`src/sv/assert_macros.svh`:
```
// Assertion macros shared by the encoder servo PWM RTL.
`ifndef ASSERT_MACROS_SVH
`define ASSERT_MACROS_SVH
`ifndef SYNTHESIS
`define ESP_ASSERT(lbl, clk, rstn, prop, msg) \
  lbl: assert property (@(posedge clk) disable iff (!(rstn)) prop) else $error(msg);
`define ESP_NEVER(lbl, clk, rstn, cond, msg) \
  lbl: assert property (@(posedge clk) disable iff (!(rstn)) !(cond)) else $error(msg);
`else
`define ESP_ASSERT(lbl, clk, rstn, prop, msg)
`define ESP_NEVER(lbl, clk, rstn, cond, msg)
`endif
`endif

```
`src/sv/esp_pkg.sv`:
```
// Types and constants for the encoder stepped servo PWM block.
package esp_pkg;

  localparam int unsigned CFG_W   = 16;
  localparam int unsigned PADDR_W = 5;
  localparam int unsigned PDATA_W = 32;
  localparam int unsigned DUTY_W  = 16;

  localparam logic [CFG_W-1:0] PERIOD_RST   = 16'd39999;
  localparam logic [CFG_W-1:0] DEBOUNCE_RST = 16'd3999;
  localparam logic [CFG_W-1:0] STEP_RST     = 16'd200;
  localparam logic [CFG_W-1:0] FLOOR_RST    = 16'd2000;
  localparam logic [CFG_W-1:0] CEILING_RST  = 16'd4000;
  localparam int unsigned      DUTY_RST_VAL = 1999;

  typedef enum logic [2:0] {
    REG_PERIOD   = 3'd0,
    REG_DEBOUNCE = 3'd1,
    REG_STEP     = 3'd2,
    REG_FLOOR    = 3'd3,
    REG_CEILING  = 3'd4
  } esp_reg_e;

  typedef struct packed {
    logic [CFG_W-1:0] pwm_period;
    logic [CFG_W-1:0] debounce_ticks;
    logic [CFG_W-1:0] duty_step;
    logic [CFG_W-1:0] duty_floor;
    logic [CFG_W-1:0] duty_ceiling;
  } esp_cfg_t;

  typedef struct packed {
    logic              pwm_level;
    logic [DUTY_W-1:0] duty_now;
    logic              debouncing;
  } esp_res_t;

endpackage

```
`src/sv/esp_in_if.sv`:
```
// Input channel: one timer tick with the sampled encoder pins.
interface esp_in_if;
  logic valid;
  logic ready;
  logic pin_a;
  logic pin_b;

  modport source (output valid, output pin_a, output pin_b, input ready);
  modport sink (input valid, input pin_a, input pin_b, output ready);
endinterface

```
`src/sv/esp_out_if.sv`:
```
// Output channel: PWM level, duty and debounce status after one tick.
interface esp_out_if;
  logic        valid;
  logic        ready;
  logic        pwm_level;
  logic [15:0] duty_now;
  logic        debouncing;

  modport source (output valid, output pwm_level, output duty_now, output debouncing,
                  input ready);
  modport sink (input valid, input pwm_level, input duty_now, input debouncing,
                output ready);
endinterface

```
`src/sv/esp_regs.sv`:
```
// APB configuration registers for the encoder stepped servo PWM block.
module esp_regs
  import esp_pkg::*;
(
  input  logic               clk_i,
  input  logic               rst_ni,
  input  logic               psel,
  input  logic               penable,
  input  logic               pwrite,
  input  logic [PADDR_W-1:0] paddr,
  input  logic [PDATA_W-1:0] pwdata,
  output logic [PDATA_W-1:0] prdata,
  output logic               pready,
  output esp_cfg_t           cfg_o
);

  esp_cfg_t cfg_q;
  esp_cfg_t cfg_d;
  esp_reg_e idx;
  logic     wr_en;

  assign idx    = esp_reg_e'(paddr[PADDR_W-1:2]);
  assign wr_en  = psel && penable && pwrite;
  assign pready = 1'b1;
  assign cfg_o  = cfg_q;

  always_comb begin
    cfg_d = cfg_q;
    if (wr_en) begin
      case (idx)
        REG_PERIOD:   cfg_d.pwm_period     = pwdata[CFG_W-1:0];
        REG_DEBOUNCE: cfg_d.debounce_ticks = pwdata[CFG_W-1:0];
        REG_STEP:     cfg_d.duty_step      = pwdata[CFG_W-1:0];
        REG_FLOOR:    cfg_d.duty_floor     = pwdata[CFG_W-1:0];
        REG_CEILING:  cfg_d.duty_ceiling   = pwdata[CFG_W-1:0];
        default: ;
      endcase
    end
  end

  always_comb begin
    case (idx)
      REG_PERIOD:   prdata = PDATA_W'(cfg_q.pwm_period);
      REG_DEBOUNCE: prdata = PDATA_W'(cfg_q.debounce_ticks);
      REG_STEP:     prdata = PDATA_W'(cfg_q.duty_step);
      REG_FLOOR:    prdata = PDATA_W'(cfg_q.duty_floor);
      REG_CEILING:  prdata = PDATA_W'(cfg_q.duty_ceiling);
      default:      prdata = '0;
    endcase
  end

  always_ff @(posedge clk_i or negedge rst_ni) begin
    if (!rst_ni) begin
      cfg_q.pwm_period     <= PERIOD_RST;
      cfg_q.debounce_ticks <= DEBOUNCE_RST;
      cfg_q.duty_step      <= STEP_RST;
      cfg_q.duty_floor     <= FLOOR_RST;
      cfg_q.duty_ceiling   <= CEILING_RST;
    end else begin
      cfg_q <= cfg_d;
    end
  end

endmodule

```
`src/sv/esp_tick.sv`:
```
// Per-tick state: debounce window, duty stepping and PWM counter.
`include "assert_macros.svh"
module esp_tick
  import esp_pkg::*;
#(
  parameter int unsigned COUNT_WIDTH = 16
) (
  input  logic     clk_i,
  input  logic     rst_ni,
  input  logic     step_i,
  input  logic     pin_a_i,
  input  logic     pin_b_i,
  input  esp_cfg_t cfg_i,
  output esp_res_t res_o
);

  localparam int unsigned CW    = COUNT_WIDTH;
  localparam int unsigned CMP_W = (CW > CFG_W) ? CW : CFG_W;

  logic          prev_a_q, prev_a_d;
  logic          active_q, active_d;
  logic [CW-1:0] dcnt_q, dcnt_d;
  logic [CW-1:0] pcnt_q, pcnt_d;
  logic          pwm_q, pwm_d;
  logic [CW-1:0] duty_q, duty_d;

  logic [CMP_W-1:0] duty_ext;
  logic [CMP_W-1:0] step_ext;
  logic [CMP_W-1:0] diff;
  logic [CMP_W:0]   sum;
  logic [CW-1:0]    duty_adj;

  assign duty_ext = CMP_W'(duty_q);
  assign step_ext = CMP_W'(cfg_i.duty_step);
  assign diff     = duty_ext - step_ext;
  assign sum      = {1'b0, duty_ext} + {1'b0, step_ext};

  always_comb begin
    duty_adj = duty_q;
    if (!pin_b_i) begin
      if (duty_ext > CMP_W'(cfg_i.duty_floor)) begin
        duty_adj = (duty_ext > step_ext) ? CW'(diff) : '0;
      end
    end else if (duty_ext < CMP_W'(cfg_i.duty_ceiling)) begin
      duty_adj = (sum > (CMP_W+1)'({CW{1'b1}})) ? {CW{1'b1}} : CW'(sum);
    end
  end

  always_comb begin
    active_d = active_q;
    dcnt_d   = dcnt_q;
    duty_d   = duty_q;
    if (active_q) begin
      if (CMP_W'(dcnt_q) >= CMP_W'(cfg_i.debounce_ticks)) begin
        active_d = 1'b0;
        dcnt_d   = '0;
        if (!pin_a_i) begin
          duty_d = duty_adj;
        end
      end else if (dcnt_q == {CW{1'b1}}) begin
        dcnt_d = '0;
      end else begin
        dcnt_d = dcnt_q + 1'b1;
      end
    end else if (prev_a_q && !pin_a_i) begin
      active_d = 1'b1;
      dcnt_d   = '0;
    end
    prev_a_d = pin_a_i;

    if (CMP_W'(pcnt_q) >= CMP_W'(cfg_i.pwm_period) || pcnt_q == {CW{1'b1}}) begin
      pcnt_d = '0;
    end else begin
      pcnt_d = pcnt_q + 1'b1;
    end
    pwm_d = pwm_q;
    if (pcnt_d == duty_d) begin
      pwm_d = 1'b0;
    end
    if (CMP_W'(pcnt_d) == CMP_W'(cfg_i.pwm_period)) begin
      pwm_d = 1'b1;
    end
  end

  assign res_o.pwm_level  = pwm_d;
  assign res_o.duty_now   = DUTY_W'(duty_d);
  assign res_o.debouncing = active_d;

  always_ff @(posedge clk_i or negedge rst_ni) begin
    if (!rst_ni) begin
      prev_a_q <= 1'b1;
      active_q <= 1'b0;
      dcnt_q   <= '0;
      pcnt_q   <= '0;
      pwm_q    <= 1'b0;
      duty_q   <= CW'(DUTY_RST_VAL);
    end else if (step_i) begin
      prev_a_q <= prev_a_d;
      active_q <= active_d;
      dcnt_q   <= dcnt_d;
      pcnt_q   <= pcnt_d;
      pwm_q    <= pwm_d;
      duty_q   <= duty_d;
    end
  end

  `ESP_NEVER(a_idle_cnt_zero, clk_i, rst_ni, !active_q && dcnt_q != '0, "count off window")
  `ESP_ASSERT(a_duty_on_step, clk_i, rst_ni, !step_i |=> $stable(duty_q), "duty moved idle")
  `ESP_ASSERT(a_window_start, clk_i, rst_ni, $rose(active_q) |-> $past(step_i && !pin_a_i),
              "window opened without falling A")

endmodule

```
`src/sv/encoder_stepped_servo_pwm.sv`:
```
// Top level of the encoder stepped servo PWM block.
//
//  channel  dir  payload                         handshake
//  in_if    in   pin_a, pin_b                    valid/ready
//  out_if   out  pwm_level, duty_now, debouncing valid/ready
//  apb      in   pwm_period .. duty_ceiling      psel/penable, pready=1
//
// One item per cycle while the output is not stalled; each result appears
// on out_if in the cycle after its item. The single output register sets
// the pace: in ready is high unless a result is held and out ready is low.
// Reset clears the output valid flag and loads the state and register resets.
`include "assert_macros.svh"
module encoder_stepped_servo_pwm
  import esp_pkg::*;
#(
  parameter int unsigned COUNT_WIDTH = 16
) (
  input  logic               clk_i,
  input  logic               rst_ni,
  esp_in_if.sink             in_if,
  esp_out_if.source          out_if,
  input  logic               psel,
  input  logic               penable,
  input  logic               pwrite,
  input  logic [PADDR_W-1:0] paddr,
  input  logic [PDATA_W-1:0] pwdata,
  output logic [PDATA_W-1:0] prdata,
  output logic               pready
);

  esp_cfg_t cfg;
  esp_res_t res;
  esp_res_t res_q;
  logic     out_valid_q;
  logic     in_ready;
  logic     in_fire;

  esp_regs u_regs (
    .clk_i   (clk_i),
    .rst_ni  (rst_ni),
    .psel    (psel),
    .penable (penable),
    .pwrite  (pwrite),
    .paddr   (paddr),
    .pwdata  (pwdata),
    .prdata  (prdata),
    .pready  (pready),
    .cfg_o   (cfg)
  );

  esp_tick #(
    .COUNT_WIDTH (COUNT_WIDTH)
  ) u_tick (
    .clk_i   (clk_i),
    .rst_ni  (rst_ni),
    .step_i  (in_fire),
    .pin_a_i (in_if.pin_a),
    .pin_b_i (in_if.pin_b),
    .cfg_i   (cfg),
    .res_o   (res)
  );

  assign in_ready    = !out_valid_q || out_if.ready;
  assign in_fire     = in_if.valid && in_ready;
  assign in_if.ready = in_ready;

  always_ff @(posedge clk_i or negedge rst_ni) begin
    if (!rst_ni) begin
      out_valid_q <= 1'b0;
    end else if (in_ready) begin
      out_valid_q <= in_if.valid;
    end
  end

  always_ff @(posedge clk_i) begin
    if (in_fire) begin
      res_q <= res;
    end
  end

  assign out_if.valid      = out_valid_q;
  assign out_if.pwm_level  = res_q.pwm_level;
  assign out_if.duty_now   = res_q.duty_now;
  assign out_if.debouncing = res_q.debouncing;

  `ESP_ASSERT(a_fire_valid, clk_i, rst_ni, in_fire |=> out_valid_q, "item lost")
  `ESP_ASSERT(a_stall, clk_i, rst_ni, !in_ready |-> out_valid_q && !out_if.ready,
              "input stalled without cause")
  `ESP_ASSERT(a_drop, clk_i, rst_ni, $fell(out_valid_q) |-> $past(out_if.ready),
              "result dropped untaken")

endmodule
```
`src/flat_wrapper.sv`:
```
// flat-port wrapper written by rule: the top's interface ports become plain ports
module encoder_stepped_servo_pwm_flat import esp_pkg::*;
#(
  parameter int unsigned COUNT_WIDTH = 16
)
  (clk_i, rst_ni, psel, penable, pwrite, paddr, pwdata, prdata, pready, in_if_valid, in_if_pin_a, in_if_pin_b, in_if_ready, out_if_valid, out_if_pwm_level, out_if_duty_now, out_if_debouncing, out_if_ready);
  esp_in_if in_if_i ();
  esp_out_if out_if_i ();
  input  logic clk_i;
  input  logic rst_ni;
  input  logic psel;
  input  logic penable;
  input  logic pwrite;
  input  logic [PADDR_W-1:0] paddr;
  input  logic [PDATA_W-1:0] pwdata;
  output logic [PDATA_W-1:0] prdata;
  output logic pready;
  input wire logic [$bits(in_if_i.valid)-1:0] in_if_valid;
  input wire logic [$bits(in_if_i.pin_a)-1:0] in_if_pin_a;
  input wire logic [$bits(in_if_i.pin_b)-1:0] in_if_pin_b;
  output wire logic [$bits(in_if_i.ready)-1:0] in_if_ready;
  output wire logic [$bits(out_if_i.valid)-1:0] out_if_valid;
  output wire logic [$bits(out_if_i.pwm_level)-1:0] out_if_pwm_level;
  output wire logic [$bits(out_if_i.duty_now)-1:0] out_if_duty_now;
  output wire logic [$bits(out_if_i.debouncing)-1:0] out_if_debouncing;
  input wire logic [$bits(out_if_i.ready)-1:0] out_if_ready;
  assign in_if_i.valid = in_if_valid;
  assign in_if_i.pin_a = in_if_pin_a;
  assign in_if_i.pin_b = in_if_pin_b;
  assign in_if_ready = in_if_i.ready;
  assign out_if_valid = out_if_i.valid;
  assign out_if_pwm_level = out_if_i.pwm_level;
  assign out_if_duty_now = out_if_i.duty_now;
  assign out_if_debouncing = out_if_i.debouncing;
  assign out_if_i.ready = out_if_ready;
  encoder_stepped_servo_pwm #(.COUNT_WIDTH(COUNT_WIDTH)) u_core (.clk_i(clk_i), .rst_ni(rst_ni), .in_if(in_if_i), .out_if(out_if_i), .psel(psel), .penable(penable), .pwrite(pwrite), .paddr(paddr), .pwdata(pwdata), .prdata(prdata), .pready(pready));
endmodule
```
`config.mk`:
```
export PLATFORM = sky130hd
export DESIGN_NAME = encoder_stepped_servo_pwm_flat
export DESIGN_NICKNAME = d
export VERILOG_FILES = /design/src/sv/esp_pkg.sv /design/src/sv/esp_in_if.sv /design/src/sv/esp_out_if.sv /design/src/sv/esp_regs.sv /design/src/sv/esp_tick.sv /design/src/sv/encoder_stepped_servo_pwm.sv /design/src/flat_wrapper.sv
export VERILOG_INCLUDE_DIRS = /design/src /design/src/sv
export SDC_FILE = /design/constraint.sdc
export NUM_CORES = 1
export LEC_CHECK = 0
export BUFFER_PORTS_ARGS = -buffer_cell sky130_fd_sc_hd__buf_4
export CAP_MARGIN = 10
export CORE_MARGIN = 2
export CORE_UTILIZATION = 35
export CTS_BUF_LIST = sky130_fd_sc_hd__clkbuf_4 sky130_fd_sc_hd__clkbuf_8
export CTS_CLUSTER_SIZE = 16
export DETAILED_ROUTE_END_ITERATION = 8
export SKIP_LAST_GASP = 1
export SLEW_MARGIN = 5
export SYNTH_ARGS = -nofsm -noshare
export SYNTH_HDL_FRONTEND = slang
export SYNTH_SLANG_ARGS = --single-unit
```
`constraint.sdc`:
```
create_clock -name clk_i -period 4.4 [get_ports clk_i]
set_input_delay 0.44 -clock clk_i [delete_from_list [all_inputs] [get_ports clk_i]]
set_output_delay 0.44 -clock clk_i [all_outputs]
set_load 0.005 [all_outputs]
```
# Word-level counts from Yosys, hierarchy flattened
# Cells that the tools add are included.
# totals
regBits	150
latch_bits	0
mem_bits_rw	0
romBits	0
in_bits	46
output_inout_bits	53
n_memories	0
# classes
addsub	4
mul	0
div	0
order_cmp	6
eq_ne	8
n_shift	0
muxes	19
bitwise	0
reduce_logical	16
# op_table
op	n
$mux 16	13
$pmux 16 s5	1
$add 16x1->16 const B	2
$eq 16x16->1	2
$eq 16x16->1 const B	2
$ge 16x16->1	2
$gt 16x16->1	2
$add 16x16->17	1
$gt 17x16->1 const B	1
$lt 16x16->1	1
$sub 16x16->16	1
$reduce_and 2->1	6
$eq 3x2->1 const B	2
$mux 1	5
$logic_and 1x1->1	4
$eq 3x1->1 const B	1
$eq 3x3->1 const B	1
$logic_not 3->1	1
$logic_not 1->1	2
$logic_or 1x1->1	2
$reduce_bool 2->1	1

# Logic depth before layout (Yosys ltp)
# Gate-level depths: netlist of run 1.
# logic_depth
depth_word	11
mapped_depth	17

# Cells and area by module
# A second synthesis of run 1 with hierarchy kept.
# unflattened
hier_cells	1271
hier_area_um2	11890.2
# by_module_without_submodules
mod	n_inst	cells_per_inst	area_each_um2	seq_area_each_um2
esp_tick	1	974	7409.6	1288.7
esp_regs	1	275	3886.2	2045.7
encoder_stepped_servo_pwm	1	22	594.3	565.5

# Worst setup path before layout of run 1
# Ideal clock, no wire load.
# synth_path
kind	reg2reg
start	register u_core.u_tick.duty_q[1] (netlist: u_core.u_tick.duty_ext[1])
end	register u_core.res_q (netlist bit u_core.out_if.pwm_level), data pin
setup_ns	0.258
arrival_time_ns	3.339
required_ns	4.142
setup_slack_ns	0.803
path_stages_with_launch	14
path_buffers	0
path_cell_list	dfstp_2 > inv_1 > fa_1 > nor2_1 > o221ai_4 > a211oi_2 > a2111oi_4 > and3_1 > a221o_1 > o2bb2ai_1 > a2111oi_0 > nand4_1 > a211oi_2 > nor2_1
# synth_lines
element	line_no	text
start: declaration	esp_tick.sv:25	logic [CW-1:0] duty_q, duty_d;
start signal: assignment	esp_tick.sv:96	duty_q <= CW'(DUTY_RST_VAL);
start signal: assignment	esp_tick.sv:103	duty_q <= duty_d;
end signal: assignment	encoder_stepped_servo_pwm.sv:77	res_q <= res;
end: declaration	encoder_stepped_servo_pwm.sv:33	esp_res_t res_q;

==> results of run 1 <==
-- per-layer routing --
layer / GRT usage (%) / up-vias
met4: 7.552 / 0
met3: 3.161 / 57
met5: 0 / -
li1: - / 4895
met2: 34.75 / 400
met1: 32.28 / 4992
-- critical path, stage by stage (launching register included) --
cell	delay, ns
dfstp_2	0.54
inv_1	0.08
ha_1	0.29
nand4_1	0.11
a21o_1	0.17
a211oi_1	0.41
o31a_1	0.42
o21a_1	0.29
and3_1	0.27
a221o_1	0.25
inv_1	0.08
or4_1	0.47
o31ai_1	0.08
nand4_1	0.14
a211oi_2	0.27
nor2_1	0.08
-- logic make-up (layout without fill, tap and decap cells) --
kind of cell	after synthesis	count (layout)
other	2	17
AO/OA/AOI/OAI	392	392
buffers and inverters	192	277
AND/OR/NAND/NOR	399	399
multiplexers	42	42
adder cells (fa/ha/maj)	99	99
XOR/XNOR	53	53
flip-flops	150	150
-- where the power goes --
part	total (µW)	switching, µW	internal (µW)
Combinational	1980	1190	789
Clock	1130	614	520
Sequential	1950	264	1690
-- how the worst max path moves through the flow --
stage,to,slack [ns],cells past startpoint
6_report,u_core.out_if.pwm_level,0.19,15
5_1_grt,u_core.out_if.pwm_level,0.01,15
4_1_cts,u_core.out_if.pwm_level,0.14,15
3_5_place_dp,u_core.out_if.pwm_level,0.20,15
3_3_place_gp,u_core.out_if.pwm_level,0.23,15
2_1_floorplan,u_core.out_if.pwm_level,0.80,13
-- flip-flops by register name (all words and copies together), names as in the netlist --
name and flops:
u_core.u_tick.pwm_q 1, u_core.out_if.duty_now 16, u_core.u_tick.pcnt_q 16, u_core.u_tick.active_q 1, u_core.u_tick.duty_ext 16, u_core.u_tick.prev_a_q 1, u_core.out_if.pwm_level 1, u_core.u_regs.cfg_o 80
u_core.u_tick.dcnt_q 16, u_core.out_if.debouncing 1, u_core.out_if.valid 1
-- metrics by stage --
stage	instance area [µm²]	power, µW	instances
3_3_place_gp	12570	3863	1832
3_5_place_dp	12570	3905	1832
4_1_cts	12970	5049	1864
5_1_grt	12990	5385	1864
2_1_floorplan	11420	3199	1344
6_report	12990	5061	1864
-- layout by cell type, fill, tap and decap left out, types with 36 or more instances in the layout --
| master | count |
|---|---|
| a21oi_1 | 65 |
| buf_4 | 127 |
| dfrtp_1 | 87 |
| dfstp_2 | 45 |
| ha_1 | 96 |
| inv_1 | 115 |
| mux2_2 | 38 |
| nand2_1 | 179 |
| nor2_1 | 66 |
| o21ai_0 | 139 |
| xnor2_1 | 36 |
-- layout make-up --
cell class              count  area [µm²]
multi-input cells        1002        6735
fillers                  3178       18810
flip-flops and latches    150        3900
clock buffers              17       234.0
repair buffers            128       964.7
well taps                 435       544.3
clock inverters            15       167.7
inverters                 117       439.2
==> flow_metrics.env, run 1 <==
export IMPL_async_flop_share_pct=88.00
export IMPL_yosysTopAreaCell="dfrtp_1"
export IMPL_ys_types=87
export IMPL_setup_tns_ns=0
export IMPL_cp_start_kind="flop"
export IMPL_setup_viol=0
export IMPL_peakVddDrop_mv=0.1963
export IMPL_cts_root_buf="clkbuf_8"
export IMPL_worstMarginPinSlew_ns=0.9458
export IMPL_wire_per_inst_um=20.04
export IMPL_wl_met1_um=17400
export IMPL_cts_sinks=150
export IMPL_met2WireLength_um=16320
export IMPL_cellLeakagePower_uw=0.005738
export IMPL_r2r_end="u_core.out_if.pwm_level"
export IMPL_finalCriticalPeriod_ns=4.211
export IMPL_io_pins=99
export IMPL_reg2reg_depth=15
export IMPL_crit_arrival_ns=4.43
export IMPL_max_clock_path_buffers=2
export IMPL_yosys_mux_area_fraction_pct=4.228
export IMPL_run_status="finished, violations left"
export IMPL_postCtsHoldBufs=0
export IMPL_finish_utilization_pct=40.83
export IMPL_wl_met3_um=2490
export IMPL_drt_wl_total_um=37350
export IMPL_yosys_area_share_adder_pct=11.03
export IMPL_insertedDiodeCount=0
export IMPL_overflow=0
export IMPL_drc=0
export IMPL_core_area_um2=31800
export IMPL_dr_pass1_iters=5
export IMPL_synth_compound_area_share_pct=22.42
export IMPL_grt_pass1_wl_um=57970
export IMPL_crit_type="flop to flop"
export IMPL_fin_crit_sh_pct=95.71
export IMPL_crit_fanout=6
export IMPL_synth_edf_count=18
export IMPL_synth_area_leaders="dfrtp_1, ha_1, dfstp_2"
export IMPL_start_util_pct=35.74
export IMPL_port_buffers=63
export IMPL_power_density_nw_per_um2=389.7
export IMPL_synth_simple_area_share_pct=16.70
export IMPL_cts_tree="done"
export IMPL_hp_class="primary input to asynchronous set/reset pin"
export IMPL_clk_pin_slew_worst_paths_ns=0.09
export IMPL_synth_warnings=0
export IMPL_routed_via_density=5.549
export IMPL_synth_seq_cells=150
export IMPL_cts_resized=0
export IMPL_std_cell_rows=65
export IMPL_grt_max_degree=77
export IMPL_cts_made_buffers=17
export IMPL_maxCapViolCount=0
export IMPL_violations="negative hold slack"
export IMPL_drive_gt1_share_pct=19.52
export IMPL_clk_latency_ns=0.48
export IMPL_synth_top_family_by_area="compound AO/OA/AOI/OAI gates"
export IMPL_regToRegStartpoint="u_core.u_regs.cfg_o[57]"
export IMPL_synth_most_common_cell="nand2_1"
export IMPL_synth_xor_area_share_pct=4.085
export IMPL_grt_antenna_before_repair=0
export IMPL_htree_levels=4
export IMPL_grtUsageTotal_pct=22.52
export IMPL_worst_slack_ns=0.1887
export IMPL_yosysTopAreaCellShare_pct=19.16
export IMPL_fmax_ghz=0.2375
export IMPL_cp_end_kind="flop"
export IMPL_regToRegSetupSlack_ns=0.19
export IMPL_gp_congestion=0.9245
export IMPL_finalHoldViolCount=5
export IMPL_dp_slack_ns=0.1953
export IMPL_dp_hpwl_um=28960
export IMPL_slew_violations=0
export IMPL_dr_total_vias=10340
export IMPL_ant_nets=0
export IMPL_postCtsSetupBuffers=0
export IMPL_synth_main_ff_cell="dfrtp_1"
export IMPL_fin_worst_skew_ns=0.01902
export IMPL_rsz0062_at_grt="false"
export IMPL_syn_inst=1329
export IMPL_critPathLaunch="u_core.u_regs.cfg_o[57]"
export IMPL_fp_dieArea_um2=33930
export IMPL_synthToLayoutAreaGrowth_pct=14.26
export IMPL_die_h_um=184.2
export IMPL_hold_slack_ns=-0.008702
export IMPL_synth_commonest_cells="nand2_1, o21ai_0, inv_1"
export IMPL_fin_nets=1561
export IMPL_synth_area_um2=11360
export IMPL_critical_path_required_ns=4.62
export IMPL_grt_pass1_vias=9755
export IMPL_avgSynthCellArea_um2=8.551
export IMPL_ys_seq_area_share_pct=34.32
export IMPL_die_w_um=184.2
export IMPL_first_iter_violations=780
export IMPL_dr_max_layer_used="met4"
export IMPL_slew_headroom_pct=36.65
Power figures use the tool's default switching activity.
==> inputs of run 2 (changes only) <==
--- a/config.mk
+++ b/config.mk
@@ -13,6 +13,7 @@
 export CTS_BUF_LIST = sky130_fd_sc_hd__clkbuf_4 sky130_fd_sc_hd__clkbuf_8
 export CTS_CLUSTER_SIZE = 16
 export DETAILED_ROUTE_END_ITERATION = 8
+export MAX_ROUTING_LAYER = met4
 export SKIP_LAST_GASP = 1
 export SLEW_MARGIN = 5
 export SYNTH_ARGS = -nofsm -noshare
==> flow_metrics.env, run 2 (synthesis results as in run 1) <==
export IMPL_run_status="completed"
export IMPL_crit_arrival_ns=4.39
export IMPL_wl_met3_um=2396
export IMPL_worstMarginPinSlew_ns=1.176
export IMPL_clk_pin_slew_worst_paths_ns=0.10
export IMPL_cp_end_kind="flop"
export IMPL_hp_class="primary input to asynchronous set/reset pin"
export IMPL_synthToLayoutAreaGrowth_pct=14.15
export IMPL_wire_per_inst_um=20.28
export IMPL_postCtsHoldBufs=0
export IMPL_fin_crit_sh_pct=94.43
export IMPL_layout_commonest_cell="nand2_1"
export IMPL_slew_violations=0
export IMPL_htree_levels=4
export IMPL_cts_made_buffers=17
export IMPL_worstPathBufferInverterCount=2
export IMPL_first_iter_violations=855
export IMPL_drt_wl_total_um=37790
export IMPL_routed_via_density=5.532
export IMPL_crit_type="flop to flop"
export IMPL_crit_chain="inv_1, ha_1, inv_1, fa_1, a211oi_2, o211ai_1, nand4_1, a21oi_2, a21oi_1, a21o_1, a221o_1, o2bb2ai_1, a2111oi_1, nand4_1, a211oi_2, nor2_1"
export IMPL_grt_antenna_before_repair=0
export IMPL_setup_viol=0
export IMPL_fin_nets=1560
export IMPL_cts_sinks=150
export IMPL_die_w_um=184.2
export IMPL_drc=0
export IMPL_std_cell_rows=65
export IMPL_slew_headroom_pct=21.47
export IMPL_clk_latency_ns=0.49
export IMPL_grtUsageTotal_pct=23.64
export IMPL_gp_congestion=0.9757
export IMPL_wl_met1_um=17720
export IMPL_start_util_pct=35.74
export IMPL_worst_path_max_delay_cell="dfstp_2"
export IMPL_peakVddDrop_mv=0.2255
export IMPL_cts_root_buf="clkbuf_8"
export IMPL_core_area_um2=31800
export IMPL_dp_hpwl_um=29300
export IMPL_cp_start_kind="flop"
export IMPL_critical_path_required_ns=4.63
export IMPL_cts_tree="done"
export IMPL_layout_common_cells="nand2_1, o21ai_0, buf_4, inv_1, ha_1"
export IMPL_drive_gt1_share_pct=19.47
export IMPL_hold_slack_ns=0.06032
export IMPL_cellLeakagePower_uw=0.005729
export IMPL_fp_dieArea_um2=33930
export IMPL_rsz0062_at_grt="false"
export IMPL_ant_nets=0
export IMPL_largest_reg_flops=80
export IMPL_power_density_nw_per_um2=389.8
export IMPL_setup_tns_ns=0
export IMPL_max_clock_path_buffers=2
export IMPL_finalCriticalPeriod_ns=4.155
export IMPL_maxCapViolCount=0
export IMPL_overflow=0
export IMPL_crit_family="compound AO/OA/AOI/OAI gates"
export IMPL_grt_pass1_wl_um=58810
export IMPL_port_buffers=63
export IMPL_dr_pass1_iters=7
export IMPL_dr_max_layer_used="met4"
export IMPL_io_pins=99
export IMPL_grt_pass1_vias=9868
export IMPL_grt_max_degree=101
export IMPL_die_h_um=184.2
export IMPL_fmax_ghz=0.2407
export IMPL_dr_total_vias=10310
export IMPL_insertedDiodeCount=0
export IMPL_fin_worst_skew_ns=0.02000
export IMPL_crit_fanout=6
export IMPL_slowest_delay_ns=0.63
export IMPL_finalHoldViolCount=0
export IMPL_met2WireLength_um=16790
## run 2: path summary, 6_finish.rpt
path                       slack, ns                       from                       to  depth (start not counted)
max in group asynchronous       3.23                     rst_ni  u_core.u_regs.cfg_o[11]                          2
setup reg to reg                0.25  u_core.u_tick.duty_ext[0]  u_core.out_if.pwm_level                         16
hold / removal                  0.06                     rst_ni  u_core.u_tick.dcnt_q[0]                          1
hold reg to reg                 0.47     u_core.u_tick.prev_a_q   u_core.u_tick.prev_a_q                          2
setup / recovery                0.25  u_core.u_tick.duty_ext[0]  u_core.out_if.pwm_level                         16
min in group clk_i              0.16                in_if_valid      u_core.out_if.valid                          2
## run 2: repair_timing
action	CTS	global route
endpoints found under the setup margin	0	2
buffers inserted	0	1
resized for setup	0	7
## run 2: worst reg2reg max path: stages (launching register included)
cell       delay, ns
dfstp_2         0.63
inv_1           0.12
ha_1            0.23
inv_1           0.07
fa_1            0.24
a211oi_2        0.10
o211ai_1        0.30
nand4_1         0.19
a21oi_2         0.34
a21oi_1         0.12
a21o_1          0.17
a221o_1         0.35
o2bb2ai_1       0.14
a2111oi_1       0.36
nand4_1         0.18
a211oi_2        0.29
nor2_1          0.06
## run 2: through the flow
| step | power, µW | std cells | util, % | setup slack [ns] | instance area (µm²) |
|---|---|---|---|---|---|
| floorplan | 3199 | 1344 | - | 0.8028 | 11420 |
| global placement | 3885 | 1830 | 39.48 | 0.1749 | 12550 |
| detailed placement | 3936 | 1830 | 39.48 | 0.1674 | 12550 |
| CTS | 5049 | 1862 | 40.70 | 0.1336 | 12940 |
| global route | 5400 | 1863 | 40.79 | 0.01167 | 12970 |
| finish | 5057 | 1863 | 40.79 | 0.2450 | 12970 |
## run 2: where the power goes
part           internal (µW)  switching, µW
combinational            797           1220
sequential              1690            246
clock                    470            637
## run 2: area by class of cell
type | instances | area (µm²)
timing repair buffer | 127 | 957.2
tap | 435 | 544.3
inverter | 117 | 439.2
clock buffer | 17 | 234.0
clock inverter | 15 | 155.1
sequential | 150 | 3900
multi-input combinational | 1002 | 6743
fill | 3194 | 18830
## run 2: layer usage
metal	up-vias	track usage, %
met2	357	35.35
met5	-	-
li1	4900	-
met3	42	3.695
met4	0	6.624
met1	5008	33.13
